### src/hw/rtl/bae_pkg.sv
// ----------------------------------------------------------------------------
// bae_pkg: shared definitions for the binary arithmetic encoder
// Sequencer states, field widths and the control group that the
// renormalization unit returns to the sequencer.
// ----------------------------------------------------------------------------
package bae_pkg;

  // Default precision of the interval arithmetic.
  localparam int unsigned PRECISION_BITS_DEF = 16;

  // Fixed field widths of the streaming payloads.
  localparam int unsigned PROB_W  = 16;
  localparam int unsigned CODE_W  = 17;
  localparam int unsigned COUNT_W = 5;

  // Item kinds carried on the input tuser.
  localparam logic OP_ENCODE = 1'b0;
  localparam logic OP_FLUSH  = 1'b1;

  typedef enum logic [2:0] {
    ST_IDLE,
    ST_MUL,
    ST_CUT,
    ST_RENORM,
    ST_FIN
  } bae_state_t;

  // Decision of one renormalization step.
  typedef struct packed {
    logic stop;      // interval no longer lies in one half: no bit this step
    logic code_bit;  // bit emitted by this step when stop is low
  } bae_step_ctl_t;

endpackage

### src/hw/rtl/bae_renorm_unit.sv
// ----------------------------------------------------------------------------
// bae_renorm_unit: one interval doubling step
// Decides whether the interval lies in one half, gives the code bit, and
// produces the shifted interval. Shared by encode renormalization and flush.
// ----------------------------------------------------------------------------
module bae_renorm_unit #(
  parameter int unsigned PRECISION_BITS = bae_pkg::PRECISION_BITS_DEF
) (
  input  logic                             flush_i,
  input  logic signed [PRECISION_BITS+1:0] low_i,
  input  logic        [PRECISION_BITS+1:0] size_i,
  output bae_pkg::bae_step_ctl_t           ctl_o,
  output logic signed [PRECISION_BITS+1:0] low_o,
  output logic        [PRECISION_BITS+1:0] size_o
);

  localparam int unsigned W = PRECISION_BITS + 2;

  localparam logic signed [W:0]   ONE_X  = signed'((W+1)'(64'd1 << PRECISION_BITS));
  localparam logic signed [W:0]   HALF_X = signed'((W+1)'(64'd1 << (PRECISION_BITS - 1)));
  localparam logic signed [W-1:0] HALF_L = signed'(W'(64'd1 << (PRECISION_BITS - 1)));
  localparam logic        [W-1:0] ONE_U  = W'(64'd1 << PRECISION_BITS);
  localparam logic        [W-1:0] TWO_U  = W'(64'd1 << (PRECISION_BITS + 1));

  logic signed [W:0]   sum_x;
  logic                emit_zero;
  logic                emit_one;
  logic signed [W-1:0] low_sub;

  assign sum_x = $signed({low_i[W-1], low_i}) + $signed({1'b0, size_i});

  always_comb begin
    if (flush_i) begin
      emit_zero = (sum_x < ONE_X);
      emit_one  = (low_i > $signed(W'(0)));
    end else begin
      emit_zero = (sum_x <= HALF_X);
      emit_one  = (low_i >= HALF_L) && (sum_x <= ONE_X);
    end
  end

  assign ctl_o.stop     = !emit_zero && !emit_one;
  assign ctl_o.code_bit = !emit_zero;

  assign low_sub = emit_zero ? low_i : (low_i - HALF_L);
  assign low_o   = {low_sub[W-2:0], 1'b0};

  // During flush only "size at least one" matters once reached, so the size
  // saturates at twice the unit instead of growing without bound.
  always_comb begin
    if (flush_i && (size_i >= ONE_U)) begin
      size_o = TWO_U;
    end else begin
      size_o = {size_i[W-2:0], 1'b0};
    end
  end

endmodule

### src/hw/rtl/binary_arithmetic_encoder_core.sv
// ----------------------------------------------------------------------------
// binary_arithmetic_encoder_core: binary arithmetic encoder
// Keeps a fixed-point interval, narrows it per encoded bit and emits code
// bits while renormalizing; a flush item emits the terminating bits.
// ----------------------------------------------------------------------------
//
//  Channel | Direction | Handshake          | Payload
//  --------+-----------+--------------------+------------------------------------
//  in_     | slave     | in_tvalid/tready   | tdata: prob_zero, data_bit; tuser: op
//  out_    | master    | out_tvalid/tready  | tdata: code_bits, bit_count; tuser: fault
//
// Sequence: one transaction is worked on at a time. An encode item passes
// from acceptance through a multiply state, a state that cuts the interval,
// one doubling of the shared renormalization unit per emitted bit (at most
// PRECISION_BITS) plus the step that finds no more bits, and a final state
// that hands the result to the output register before in_tready rises
// again. A flush has no multiply and no cut; a faulting encode goes from
// the cut straight to the final state.
// Reset: synchronous and active low; the interval returns to offset zero
// and size two to the precision, and no result is pending.
// Stalls: the output register holds one finished result, so a new item is
// taken while that result waits; a second result waits in the final state
// until the output register frees.
//
module binary_arithmetic_encoder_core #(
  parameter int unsigned PRECISION_BITS = bae_pkg::PRECISION_BITS_DEF
) (
  input  logic        clk,
  input  logic        rst_n,

  input  logic        in_tvalid,
  output logic        in_tready,
  input  logic [23:0] in_tdata,   // [15:0] prob_zero, [16] data_bit, [23:17] zero
  input  logic        in_tuser,   // [0] op

  output logic        out_tvalid,
  input  logic        out_tready,
  output logic [23:0] out_tdata,  // [16:0] code_bits, [21:17] bit_count, [23:22] zero
  output logic        out_tuser   // [0] fault
);

  localparam int unsigned W      = PRECISION_BITS + 2;          // interval register width
  localparam int unsigned PW     = PRECISION_BITS + 1 + bae_pkg::PROB_W; // product width
  localparam int unsigned CUT_W  = PRECISION_BITS + 1;          // cut bits kept after shift
  localparam int unsigned CMP_W  = (W > CUT_W) ? W : CUT_W;
  localparam logic [W-1:0] ONE_U = W'(64'd1 << PRECISION_BITS);

  bae_pkg::bae_state_t state_r, state_nxt;

  logic                         op_r, op_nxt;
  logic                         bit_r, bit_nxt;
  logic [bae_pkg::PROB_W-1:0]   prob_r, prob_nxt;
  logic [PW-1:0]                prod_r, prod_nxt;
  logic signed [W-1:0]          low_r, low_nxt;
  logic [W-1:0]                 size_r, size_nxt;
  logic [bae_pkg::CODE_W-1:0]   code_r, code_nxt;
  logic [bae_pkg::COUNT_W-1:0]  count_r, count_nxt;
  logic                         fault_r, fault_nxt;

  logic                         out_valid_r, out_valid_nxt;
  logic [bae_pkg::CODE_W-1:0]   out_code_r, out_code_nxt;
  logic [bae_pkg::COUNT_W-1:0]  out_count_r, out_count_nxt;
  logic                         out_fault_r, out_fault_nxt;

  logic                         in_accept;
  logic                         out_free;
  logic [CUT_W-1:0]             cut;
  logic                         cut_fault;

  bae_pkg::bae_step_ctl_t       step_ctl;
  logic signed [W-1:0]          step_low;
  logic [W-1:0]                 step_size;

  // Shared doubling unit, used once per cycle while renormalizing.
  bae_renorm_unit #(
    .PRECISION_BITS (PRECISION_BITS)
  ) u_renorm (
    .flush_i (op_r == bae_pkg::OP_FLUSH),
    .low_i   (low_r),
    .size_i  (size_r),
    .ctl_o   (step_ctl),
    .low_o   (step_low),
    .size_o  (step_size)
  );

  assign in_tready = (state_r == bae_pkg::ST_IDLE);
  assign in_accept = in_tvalid && in_tready;
  assign out_free  = !out_valid_r || out_tready;

  // Cut of the interval: size times probability, scaled down by the precision.
  assign cut       = CUT_W'(prod_r >> PRECISION_BITS);
  assign cut_fault = (cut == '0) || (CMP_W'(cut) >= CMP_W'(size_r));

  // Next state.
  always_comb begin
    state_nxt = state_r;
    case (state_r)
      bae_pkg::ST_IDLE: begin
        if (in_accept) begin
          state_nxt = (in_tuser == bae_pkg::OP_FLUSH) ? bae_pkg::ST_RENORM
                                                      : bae_pkg::ST_MUL;
        end
      end
      bae_pkg::ST_MUL: begin
        state_nxt = bae_pkg::ST_CUT;
      end
      bae_pkg::ST_CUT: begin
        state_nxt = cut_fault ? bae_pkg::ST_FIN : bae_pkg::ST_RENORM;
      end
      bae_pkg::ST_RENORM: begin
        if (step_ctl.stop) begin
          state_nxt = bae_pkg::ST_FIN;
        end
      end
      bae_pkg::ST_FIN: begin
        if (out_free) begin
          state_nxt = bae_pkg::ST_IDLE;
        end
      end
      default: begin
        state_nxt = bae_pkg::ST_IDLE;
      end
    endcase
  end

  // Datapath and result register updates.
  always_comb begin
    op_nxt        = op_r;
    bit_nxt       = bit_r;
    prob_nxt      = prob_r;
    prod_nxt      = prod_r;
    low_nxt       = low_r;
    size_nxt      = size_r;
    code_nxt      = code_r;
    count_nxt     = count_r;
    fault_nxt     = fault_r;
    out_valid_nxt = out_valid_r && !out_tready;
    out_code_nxt  = out_code_r;
    out_count_nxt = out_count_r;
    out_fault_nxt = out_fault_r;

    case (state_r)
      bae_pkg::ST_IDLE: begin
        if (in_accept) begin
          op_nxt    = in_tuser;
          prob_nxt  = in_tdata[15:0];
          bit_nxt   = in_tdata[16];
          code_nxt  = '0;
          count_nxt = '0;
          fault_nxt = 1'b0;
        end
      end
      bae_pkg::ST_MUL: begin
        prod_nxt = PW'(size_r[PRECISION_BITS:0]) * PW'(prob_r);
      end
      bae_pkg::ST_CUT: begin
        if (cut_fault) begin
          // Degenerate cut: report a fault and keep the interval.
          fault_nxt = 1'b1;
        end else if (bit_r) begin
          low_nxt  = low_r + $signed(W'(cut));
          size_nxt = size_r - W'(cut);
        end else begin
          size_nxt = W'(cut);
        end
      end
      bae_pkg::ST_RENORM: begin
        if (step_ctl.stop) begin
          // A flush restarts the coder once the terminating bits are out.
          if (op_r == bae_pkg::OP_FLUSH) begin
            low_nxt  = '0;
            size_nxt = ONE_U;
          end
        end else begin
          low_nxt   = step_low;
          size_nxt  = step_size;
          code_nxt  = {code_r[bae_pkg::CODE_W-2:0], step_ctl.code_bit};
          count_nxt = count_r + 1'b1;
        end
      end
      bae_pkg::ST_FIN: begin
        if (out_free) begin
          out_valid_nxt = 1'b1;
          out_code_nxt  = code_r;
          out_count_nxt = count_r;
          out_fault_nxt = fault_r;
        end
      end
      default: begin
      end
    endcase
  end

  always_ff @(posedge clk) begin
    if (!rst_n) begin
      state_r     <= bae_pkg::ST_IDLE;
      low_r       <= '0;
      size_r      <= ONE_U;
      out_valid_r <= 1'b0;
    end else begin
      state_r     <= state_nxt;
      low_r       <= low_nxt;
      size_r      <= size_nxt;
      out_valid_r <= out_valid_nxt;
    end
  end

  always_ff @(posedge clk) begin
    op_r        <= op_nxt;
    bit_r       <= bit_nxt;
    prob_r      <= prob_nxt;
    prod_r      <= prod_nxt;
    code_r      <= code_nxt;
    count_r     <= count_nxt;
    fault_r     <= fault_nxt;
    out_code_r  <= out_code_nxt;
    out_count_r <= out_count_nxt;
    out_fault_r <= out_fault_nxt;
  end

  assign out_tvalid = out_valid_r;
  assign out_tdata  = {2'b00, out_count_r, out_code_r};
  assign out_tuser  = out_fault_r;

  // Checks on the sequencer and the interval.
  logic signed [W:0] idle_sum;
  assign idle_sum = $signed({low_r[W-1], low_r}) + $signed({1'b0, size_r});

  // An accepted item keeps the input closed on the following cycle.
  a_busy_after_accept: assert property (@(posedge clk) disable iff (!rst_n)
    in_accept |=> !in_tready)
    else $error("input ready right after an accepted transaction");

  // Between items the interval is nonempty and lies inside the unit range.
  a_idle_interval: assert property (@(posedge clk) disable iff (!rst_n)
    (state_r == bae_pkg::ST_IDLE) |->
      (low_r >= $signed(W'(0))) && (size_r != '0) &&
      (idle_sum <= $signed({1'b0, ONE_U})))
    else $error("interval out of range between transactions");

  // A faulting result carries no code bits.
  a_fault_empty: assert property (@(posedge clk) disable iff (!rst_n)
    (out_valid_r && out_fault_r) |-> (out_count_r == '0) && (out_code_r == '0))
    else $error("fault result with emitted bits");

  // The final state only leaves when the output register can take the result.
  a_fin_load: assert property (@(posedge clk) disable iff (!rst_n)
    ((state_r == bae_pkg::ST_FIN) && out_free) |=> out_valid_r)
    else $error("finished result not loaded into output register");

endmodule
### config.mk
export PLATFORM = sky130hd
export DESIGN_NAME = binary_arithmetic_encoder_core
export DESIGN_NICKNAME = d
export VERILOG_FILES = /design/src/hw/rtl/bae_pkg.sv /design/src/hw/rtl/bae_renorm_unit.sv /design/src/hw/rtl/binary_arithmetic_encoder_core.sv
export SDC_FILE = /design/constraint.sdc
export NUM_CORES = 1
export LEC_CHECK = 0
export BUFFER_PORTS_ARGS = -buffer_cell sky130_fd_sc_hd__buf_2
export CORE_MARGIN = 2
export CORE_UTILIZATION = 31
export CTS_CLUSTER_DIAMETER = 50
export DETAILED_ROUTE_END_ITERATION = 16
export PLACE_DENSITY = 0.44
export SYNTH_ARGS = -nofsm -noshare
export SYNTH_HDL_FRONTEND = slang
export SYNTH_SLANG_ARGS = --single-unit
### constraint.sdc
create_clock -name clk -period 6 [get_ports clk]
set_input_delay 0.3 -clock clk [delete_from_list [all_inputs] [get_ports clk]]
set_output_delay 0.3 -clock clk [all_outputs]
set_load 0.02 [all_outputs]
==> results of run 1 <==
final timing paths:
path	from	endpoint	slack [ns]	cells after the start
worst max register to register	prob_r[5]	prod_r[30]	-0.36	25
worst min register to register	code_r[16]	out_code_r[16]	0.42	0
worst max-delay path	prob_r[5]	prod_r[30]	-0.36	25
worst min-delay path	in_tdata[15]	prob_r[15]	0.03	1
registers in the layout, indices dropped and copies added, names as in the netlist:
name and cells:
low_r 18, prod_r 17, code_r 17, out_tvalid 1, out_tuser 1, bit_r 1
count_r 5, prob_r 16, op_r 1, fault_r 1, out_code_r 17, state_r 3
size_r 18, out_count_r 5
what timing repair did:
action	CTS	global route
resized for setup	37	30
gates cloned	1	0
setup buffers	15	6
pin swaps	27	36
setup endpoints to repair	11	13
cell type report:
type | instances | area, sq um
Clock inverter | 15 | 165.2
Sequential cell | 121 | 3244
Inverter | 265 | 994.7
Timing Repair Buffer | 185 | 1449
Fill cell | 5122 | 31640
Clock buffer | 17 | 425.4
Multi-Input combinational cell | 1222 | 11410
Tap cell | 672 | 840.8
per-stage QoR:
| step | util | setup TNS (ns) | worst slack, ns |
|---|---|---|---|
| after floorplan | - | -0.1796 | -0.09922 |
| after global placement | 0.3501 | -2.567 | -0.4116 |
| after detailed placement | 0.3501 | -3.320 | -0.4959 |
| after CTS | 0.3666 | -2.839 | -0.3723 |
| after global routing | 0.3694 | -5.216 | -0.6054 |
| final | 0.3694 | -2.576 | -0.3602 |
worst max-delay path, delay by kind of cell, from the launching register on:
family,cells,cell delay [ns]
xor+xnor,1,0.16
buf+inv,7,0.64
simple gates,3,0.39
fa+ha+maj,7,3.27
flops,1,0.42
compound gates,7,1.21
synthesized netlist by cell type (4+ instances only):
| cell type | instances | area [sq um] |
|---|---|---|
| sky130_fd_sc_hd__inv_1 | 265 | 994.7 |
| sky130_fd_sc_hd__fa_1 | 210 | 4204 |
| sky130_fd_sc_hd__nand2_1 | 184 | 690.7 |
| sky130_fd_sc_hd__ha_1 | 155 | 1939 |
| sky130_fd_sc_hd__and2_1 | 128 | 800.8 |
| sky130_fd_sc_hd__a21oi_1 | 86 | 430.4 |
| sky130_fd_sc_hd__edfxtp_1 | 81 | 2432 |
| sky130_fd_sc_hd__nor2_1 | 61 | 229.0 |
| sky130_fd_sc_hd__clkbuf_1 | 59 | 221.5 |
| sky130_fd_sc_hd__o21ai_0 | 46 | 230.2 |
| sky130_fd_sc_hd__dfxtp_1 | 40 | 800.8 |
| sky130_fd_sc_hd__xnor2_1 | 38 | 332.8 |
| sky130_fd_sc_hd__and3_1 | 23 | 143.9 |
| sky130_fd_sc_hd__xor2_1 | 22 | 192.7 |
| sky130_fd_sc_hd__a21o_1 | 19 | 142.6 |
| sky130_fd_sc_hd__nand3_1 | 19 | 95.09 |
| sky130_fd_sc_hd__nor3_1 | 17 | 85.08 |
| sky130_fd_sc_hd__a31oi_1 | 15 | 93.84 |
| sky130_fd_sc_hd__nand2b_1 | 14 | 87.58 |
| sky130_fd_sc_hd__nor2b_1 | 14 | 87.58 |
| sky130_fd_sc_hd__nand4_1 | 12 | 75.07 |
| sky130_fd_sc_hd__nor4_1 | 11 | 68.82 |
| sky130_fd_sc_hd__mux2i_1 | 10 | 100.1 |
| sky130_fd_sc_hd__o21a_1 | 10 | 75.07 |
| sky130_fd_sc_hd__o21ai_1 | 10 | 50.05 |
| sky130_fd_sc_hd__a221oi_1 | 7 | 61.31 |
| sky130_fd_sc_hd__a32oi_1 | 7 | 61.31 |
| sky130_fd_sc_hd__buf_2 | 7 | 35.03 |
| sky130_fd_sc_hd__a22oi_1 | 6 | 45.04 |
| sky130_fd_sc_hd__a211o_1 | 5 | 43.79 |
| sky130_fd_sc_hd__o211ai_1 | 5 | 37.54 |
| sky130_fd_sc_hd__o21bai_1 | 5 | 37.54 |
| sky130_fd_sc_hd__o22ai_1 | 5 | 31.28 |
| sky130_fd_sc_hd__o31ai_1 | 5 | 37.54 |
| sky130_fd_sc_hd__a211oi_1 | 4 | 30.03 |
| sky130_fd_sc_hd__nor3b_1 | 4 | 30.03 |
| sky130_fd_sc_hd__o2111ai_1 | 4 | 35.03 |
| sky130_fd_sc_hd__o221ai_1 | 4 | 35.03 |
| sky130_fd_sc_hd__or2_2 | 4 | 25.02 |
| sky130_fd_sc_hd__or3_1 | 4 | 25.02 |
cell families (layout without fill, tap and decap cells):
logic type,count (synthesis),count (layout),synth area share
compound gates,273,273,0.1150
xor+xnor,60,60,0.03340
fa+ha+maj,365,365,0.3905
buf+inv,339,482,0.08358
flops,121,121,0.2055
mux,10,10,0.006363
other cells,1,2,0.0002384
simple gates,512,512,0.1654
layer usage:
layer  share of wire  track usage  wire length (microns)
met4           0.017      0.04525                    740
met2            0.48       0.2971                  21420
met3           0.026      0.02079                   1144
met1            0.47       0.2437                  20940
met5               0            0                      0
==> results.md, run 1 <==
- The flow ran to the end, but the final reports show violations.
- The checks that failed: setup timing.
- At the later pin of the worst-skew pair, clock insertion delay measures 0.45 ns.
- Max-cap violations in this run came to 0.
- The number of nets at the end of the flow is 2206.
- Global routing finished with a remaining overflow of 0.
- The width of the chip is 229.3 microns.
- At the end of routability-driven placement, the weighted congestion stood at 0.8288.
- In this run the clock root is driven by a sky130_fd_sc_hd__clkbuf_16.
- The mean number of vias per cell is 4.885.
- The half-perimeter wire length after detailed placement is 35170 microns.
- Among all flip-flop cells after synthesis, the most frequent one is sky130_fd_sc_hd__edfxtp_1.
- The core region is 50170 sq um.
- Before antenna repair, the detailed router went through 5 iterations.
- In this run the deepest clock path goes through 2 buffers.
- The required time at the worst-slack endpoint is 6.19 ns.
- The quantity of hold-fixing buffers added after cts is 0.
- The final instance count without filler cells is 2497.
- The count of placed standard cells including taps is 2444.
- Clock tree synthesis inserted a total of 17 buffers.
- The finished cells cover 18530 sq um.
- Setup repair after global routing could not meet its margin everywhere.
- The pin count of the biggest net entering global routing is 40.
- The die is 229.3 microns tall.
- The highest fanout seen on the critical path is 5.
- The cell count after synthesis is 1681.
- The sequential area share after synthesis is 0.2055.
- The count of unresolved DRC violations after routing is 0.
- Setup violations remaining at the end of the flow were counted as 11.
- Measured against its own limit, the worst slew margin works out to 0.1773.
- The maximum operating frequency is 0.1572 GHz.
- Leaving out fill and tap cells, the most frequent cells in the layout are sky130_fd_sc_hd__inv_1 (256), sky130_fd_sc_hd__fa_1 (201), sky130_fd_sc_hd__nand2_1 (184).
- The detailed router's first-iteration violation count is 615.
- STA classifies the critical path endpoint as a flop.
- The largest single stage delay on the critical path is 0.54 ns.
- The startpoint type of the worst setup path is a flop.
- The H-tree was split into 4 levels.
- Dividing the detail-routed wire length by the instance count gives 17.72 microns.
- In this run, synthesis inferred 81 flip-flops with an integrated enable.
- The minimum setup slack in the final design is -0.3602 ns.
- The placed instances occupy a cell area of 17570 sq um.
- The first global-routing pass estimated 72800 microns of wire.
- The antenna cell count is 0.
- The clock tree from TritonCTS is done.
- The tightest hold margin is 0.03099 ns.
- The number of failing hold endpoints at the final stage is 0.
- The initial core utilization is 0.3136.
- The cell seen most often among critical-path stages is sky130_fd_sc_hd__fa_1.
- The fraction of final layout cells sized beyond drive strength 1 is 0.1600.
- The number of antenna violations at the first check in global routing is 1.
- The number of buffer cells added on primary ports is 46.
- The final wirelength is 44240 microns.
- The count of nets left with antenna violations once routing finished came out at 0.
- The distinct cell type count of the synthesized netlist is 78.
- The final worst clock skew is 0.02060 ns.
- The library cell used most frequently in the layout, excluding fill and tap cells, is sky130_fd_sc_hd__inv_1.
- The via count of the first global-routing pass was 13.00k.
- On the critical path, the stage with the largest delay is an instance of sky130_fd_sc_hd__fa_1.
- The total number of vias is 12.20k.
- The number of pins exceeding their max-slew limit in the final report came to 0.
- After synthesis, the share of flip-flops with an asynchronous set or reset is 0.
- Subtracting the final worst setup slack from the clock period gives 6.360 ns.
- The portion of the clock cycle consumed by the worst path in the final layout is 1.060.
- The area of the mapped netlist is 15730 sq um.
- In this run the worst hold path is classified as primary input to flop.
- The number of synthesized register bits is 121.
- The critical path is of the flop to flop type.
- In this run the mean area of a mapped cell was 9.359 sq um.
- The number of warnings issued by yosys is 0.
- The clock-pin slew reported for the worst setup and hold paths after clock tree synthesis is 0.06 ns.
- From synthesis to final layout, the design area changed by 17.79%.
- Across every metal layer, demand over resource in global routing totals 0.1774.
- For this design the top-level I/O count stands at 56.
- The floorplan has 82 rows.
- Data arrives at the worst endpoint at 6.55 ns.
- The clock net in this run drives a total of 121 sinks.
- For the pin with the worst max-slew slack, the measured transition is 1.226 ns.
- The die covers 52570 sq um.
Power of run 1 is not shown: default switching activity piles up to over one toggle a cycle in this logic, so the estimate is an artifact.
==> run 2, diff against run 1 <==
--- a/config.mk
+++ b/config.mk
@@ -10,7 +10,7 @@
 export CORE_UTILIZATION = 31
 export CTS_CLUSTER_DIAMETER = 50
 export DETAILED_ROUTE_END_ITERATION = 16
-export PLACE_DENSITY = 0.44
+export PLACE_DENSITY = 0.43
 export SYNTH_ARGS = -nofsm -noshare
 export SYNTH_HDL_FRONTEND = slang
 export SYNTH_SLANG_ARGS = --single-unit
==> constraint.sdc (replaced) <==
create_clock -name clk -period 8 [get_ports clk]
set_input_delay 0.4 -clock clk [delete_from_list [all_inputs] [get_ports clk]]
set_output_delay 0.4 -clock clk [all_outputs]
set_load 0.02 [all_outputs]
==> results.md, run 2 (synthesized netlist as in run 1, its figures left out) <==
- The class of the most critical setup path is flop to flop.
- Setup repair after global routing left no endpoint under its margin.
- For this run, the slowest stage of the critical path takes 0.96 ns.
- The sink count of the clock tree is 121.
- Leaving out fill and tap cells, the most frequent cell in the layout is sky130_fd_sc_hd__inv_1.
- The half-perimeter wire length after detailed placement is 33400 microns.
- The clock tree buffer depth is 2.
- Setup violations remaining at the end of the flow were counted as 0.
- CTS placed an instance of sky130_fd_sc_hd__clkbuf_16 at the clock tree root.
- The cell that appears most often on the critical path is sky130_fd_sc_hd__fa_1.
- For met2 alone, demand over resource in global routing was 0.2926.
- Entering global routing, the biggest net connects 40 pins.
- The slew at the pin closest to its max-slew limit is 1.123 ns.
- The dominant delay contributor by cell family on the critical path is adder cells.
- The count of nets left with antenna violations once routing finished came out at 0.
- The number of buffer cells added on primary ports is 46.
- The number of nets at the end of the flow is 2107.
- The clock tree synthesis step divided the H-tree into 4 levels.
- After clock tree synthesis, the clock-pin slew on the worst setup and hold paths is 0.07 ns.
- The slowest stage of the critical path belongs to the cell sky130_fd_sc_hd__edfxtp_1.
- Across the routed clock network, the largest skew measured is 0.008340 ns.
- The largest registers in the layout are low_r (18), size_r (18).
- The critical path contains buffers and inverters numbering 4 combined.
- The sort of element at the end of the critical path is a flop.
- The residual overflow from global routing is 0.
- The antenna cell count is 0.
- Along the worst path, the maximum fanout reaches 17.
- The worst path in the final design needs a cycle of 7.114 ns, including I/O delays and setup.
- The aggregate global-route resource usage is 0.1753.
- The met3 routing resource usage after global routing is 0.01743.
- The post-CTS resize count is 0.
- In this run the tightest slew margin relative to its limit is 0.2507.
- In this run, CTS created clock tree buffers numbering 17.
- The top cell types in the final layout, fill and taps aside, are sky130_fd_sc_hd__inv_1 (265), sky130_fd_sc_hd__fa_1 (210), sky130_fd_sc_hd__nand2_1 (184).
- The max-capacitance violation count is 0.
- The floorplan die area is 52570 sq um.
- The number of failing hold endpoints at the final stage is 0.
- The final standard cell area without fillers is 17410 sq um.
- The number of antenna violations at the first check in global routing was 0.
- After detailed routing, the average wire length per cell comes to 18.33 microns.
- Based on the critical path, the design can be clocked at up to 0.1406 GHz.
- In this run the standard cell core region covers 50170 sq um.
- Clock latency on the worst-skew pair, taken at its later pin, is 0.44 ns.
- met2 is the most crowded layer.
- In the global route stage, met1 resource usage came out at 0.2420.
- STA puts the critical path data required time at 8.20 ns.
- For this configuration, the core starts out at a cell density of 0.3136.
- Of the cells placed in the final design, the portion with a size suffix greater than 1 is 0.08053.
- The number of pins exceeding their max-slew limit in the final report is 0.
- The area growth from synthesis to layout is 10.63%.
- The flow ran to the end, and the final reports show no timing, DRC or antenna violations.
- The quantity of hold-fixing buffers added after cts is 0.
- The clock tree from TritonCTS is done.
- The portion of the clock cycle consumed by the worst path in the final layout is 0.8892.
- The arrival time reported for the critical path endpoint is 7.31 ns.
- From left edge to right edge, the die measures 229.3 microns.
- Traced cell by cell, the critical path runs through nand2_1 -> fa_1 -> inv_1 -> fa_1 -> fa_1 -> fa_1 -> fa_1 -> inv_1 -> fa_1 -> inv_1 -> ha_1 -> nand2_1 -> o21ai_0 -> o21a_1 -> o221ai_1 -> buf_4 -> o22ai_1 -> nand4_1 -> a31oi_1 -> nand4_1 -> nand4b_1 -> a21oi_1 -> xnor2_1.
- From bottom edge to top edge, the die measures 229.3 microns.
- The count of unresolved DRC violations after routing is 0.
- Across all register-to-register paths, the minimum setup slack is 0.89 ns.
- The I/O pin total is 56.
- The via count of the first global-routing pass is 12.38k.
- The floorplan has 82 rows.
- The cell area after placement is 16800 sq um.
- The startpoint type of the worst setup path is a flop.
- The total setup buffers inserted after CTS is 0.
- The detailed router's first-iteration violation count is 535.
- For this block, the via count after detailed routing is 11.62k.
- Dividing the detail-routed via count by the number of cells gives 4.845.
- The first detailed-routing pass took 4 iterations.
- Wires add up to 43960 microns.
- Summed over all failing endpoints, the final setup total negative slack is 0 ns.
- Routability-driven placement finished with a final weighted congestion of 0.8357.
- The first global-routing pass estimated 70980 microns of wire.
- The type of the worst min-delay path is primary input to flop.
==> run 2: changes by cell type in the layout (fill, tap and decap cells not counted), sizes merged <==
cell / delta
inv: +4
buf: -99
clkinv: -3
clkinvlp: -1
==> run 2: metrics by stage <==
step                      setup WS [ns]  instances  hold slack (ns)    util
after global routing             0.3888       2398           0.1059  0.3469
after detailed placement         0.8268       2366           0.4056  0.3349
after floorplan                   1.512       1682           0.4003       -
after CTS                        0.8153       2398           0.1040  0.3469
after global placement           0.8619       2366           0.4029  0.3349
final                            0.8862       2398           0.1255  0.3469
==> run 2: path summary, 6_finish.rpt <==
path | to | cells past startpoint | startpoint
max | prod_r[32] | 23 | prob_r[10]
min | prob_r[5] | 1 | in_tdata[5]
max reg2reg | prod_r[32] | 23 | prob_r[10]
min reg2reg | out_code_r[16] | 0 | code_r[16]
==> run 2: area by class of cell <==
cell class	instances	area, sq um
fillers	5133	32770
multi-input cells	1222	11200
flip-flops and latches	121	3233
inverters	265	994.7
well taps	672	840.8
repair buffers	86	530.5
clock buffers	17	425.4
clock inverters	15	178.9
==> run 2: layer usage <==
| layer | vias up | wire length (microns) |
|---|---|---|
| met2 | 127 | 20920 |
| met4 | 0 | 898 |
| met5 | - | 0 |
| met3 | 40 | 879 |
| li1 | 5603 | - |
| met1 | 5848 | 21270 |
==> run 2: worst register-to-register path, stage by stage (launching register included) <==
cell and delay [ns]:
sky130_fd_sc_hd__edfxtp_1 0.96, sky130_fd_sc_hd__nand2_1 0.19, sky130_fd_sc_hd__fa_1 0.57, sky130_fd_sc_hd__inv_1 0.06
sky130_fd_sc_hd__fa_1 0.57, sky130_fd_sc_hd__fa_1 0.45, sky130_fd_sc_hd__fa_1 0.47, sky130_fd_sc_hd__fa_1 0.50
sky130_fd_sc_hd__inv_1 0.05, sky130_fd_sc_hd__fa_1 0.49, sky130_fd_sc_hd__inv_1 0.05, sky130_fd_sc_hd__ha_1 0.34
sky130_fd_sc_hd__nand2_1 0.06, sky130_fd_sc_hd__o21ai_0 0.29, sky130_fd_sc_hd__o21a_1 0.20, sky130_fd_sc_hd__o221ai_1 0.12
sky130_fd_sc_hd__buf_4 0.18, sky130_fd_sc_hd__o22ai_1 0.33, sky130_fd_sc_hd__nand4_1 0.18, sky130_fd_sc_hd__a31oi_1 0.29
sky130_fd_sc_hd__nand4_1 0.13, sky130_fd_sc_hd__nand4b_1 0.14, sky130_fd_sc_hd__a21oi_1 0.10, sky130_fd_sc_hd__xnor2_1 0.12
Power of run 2 is left out for the same reason.
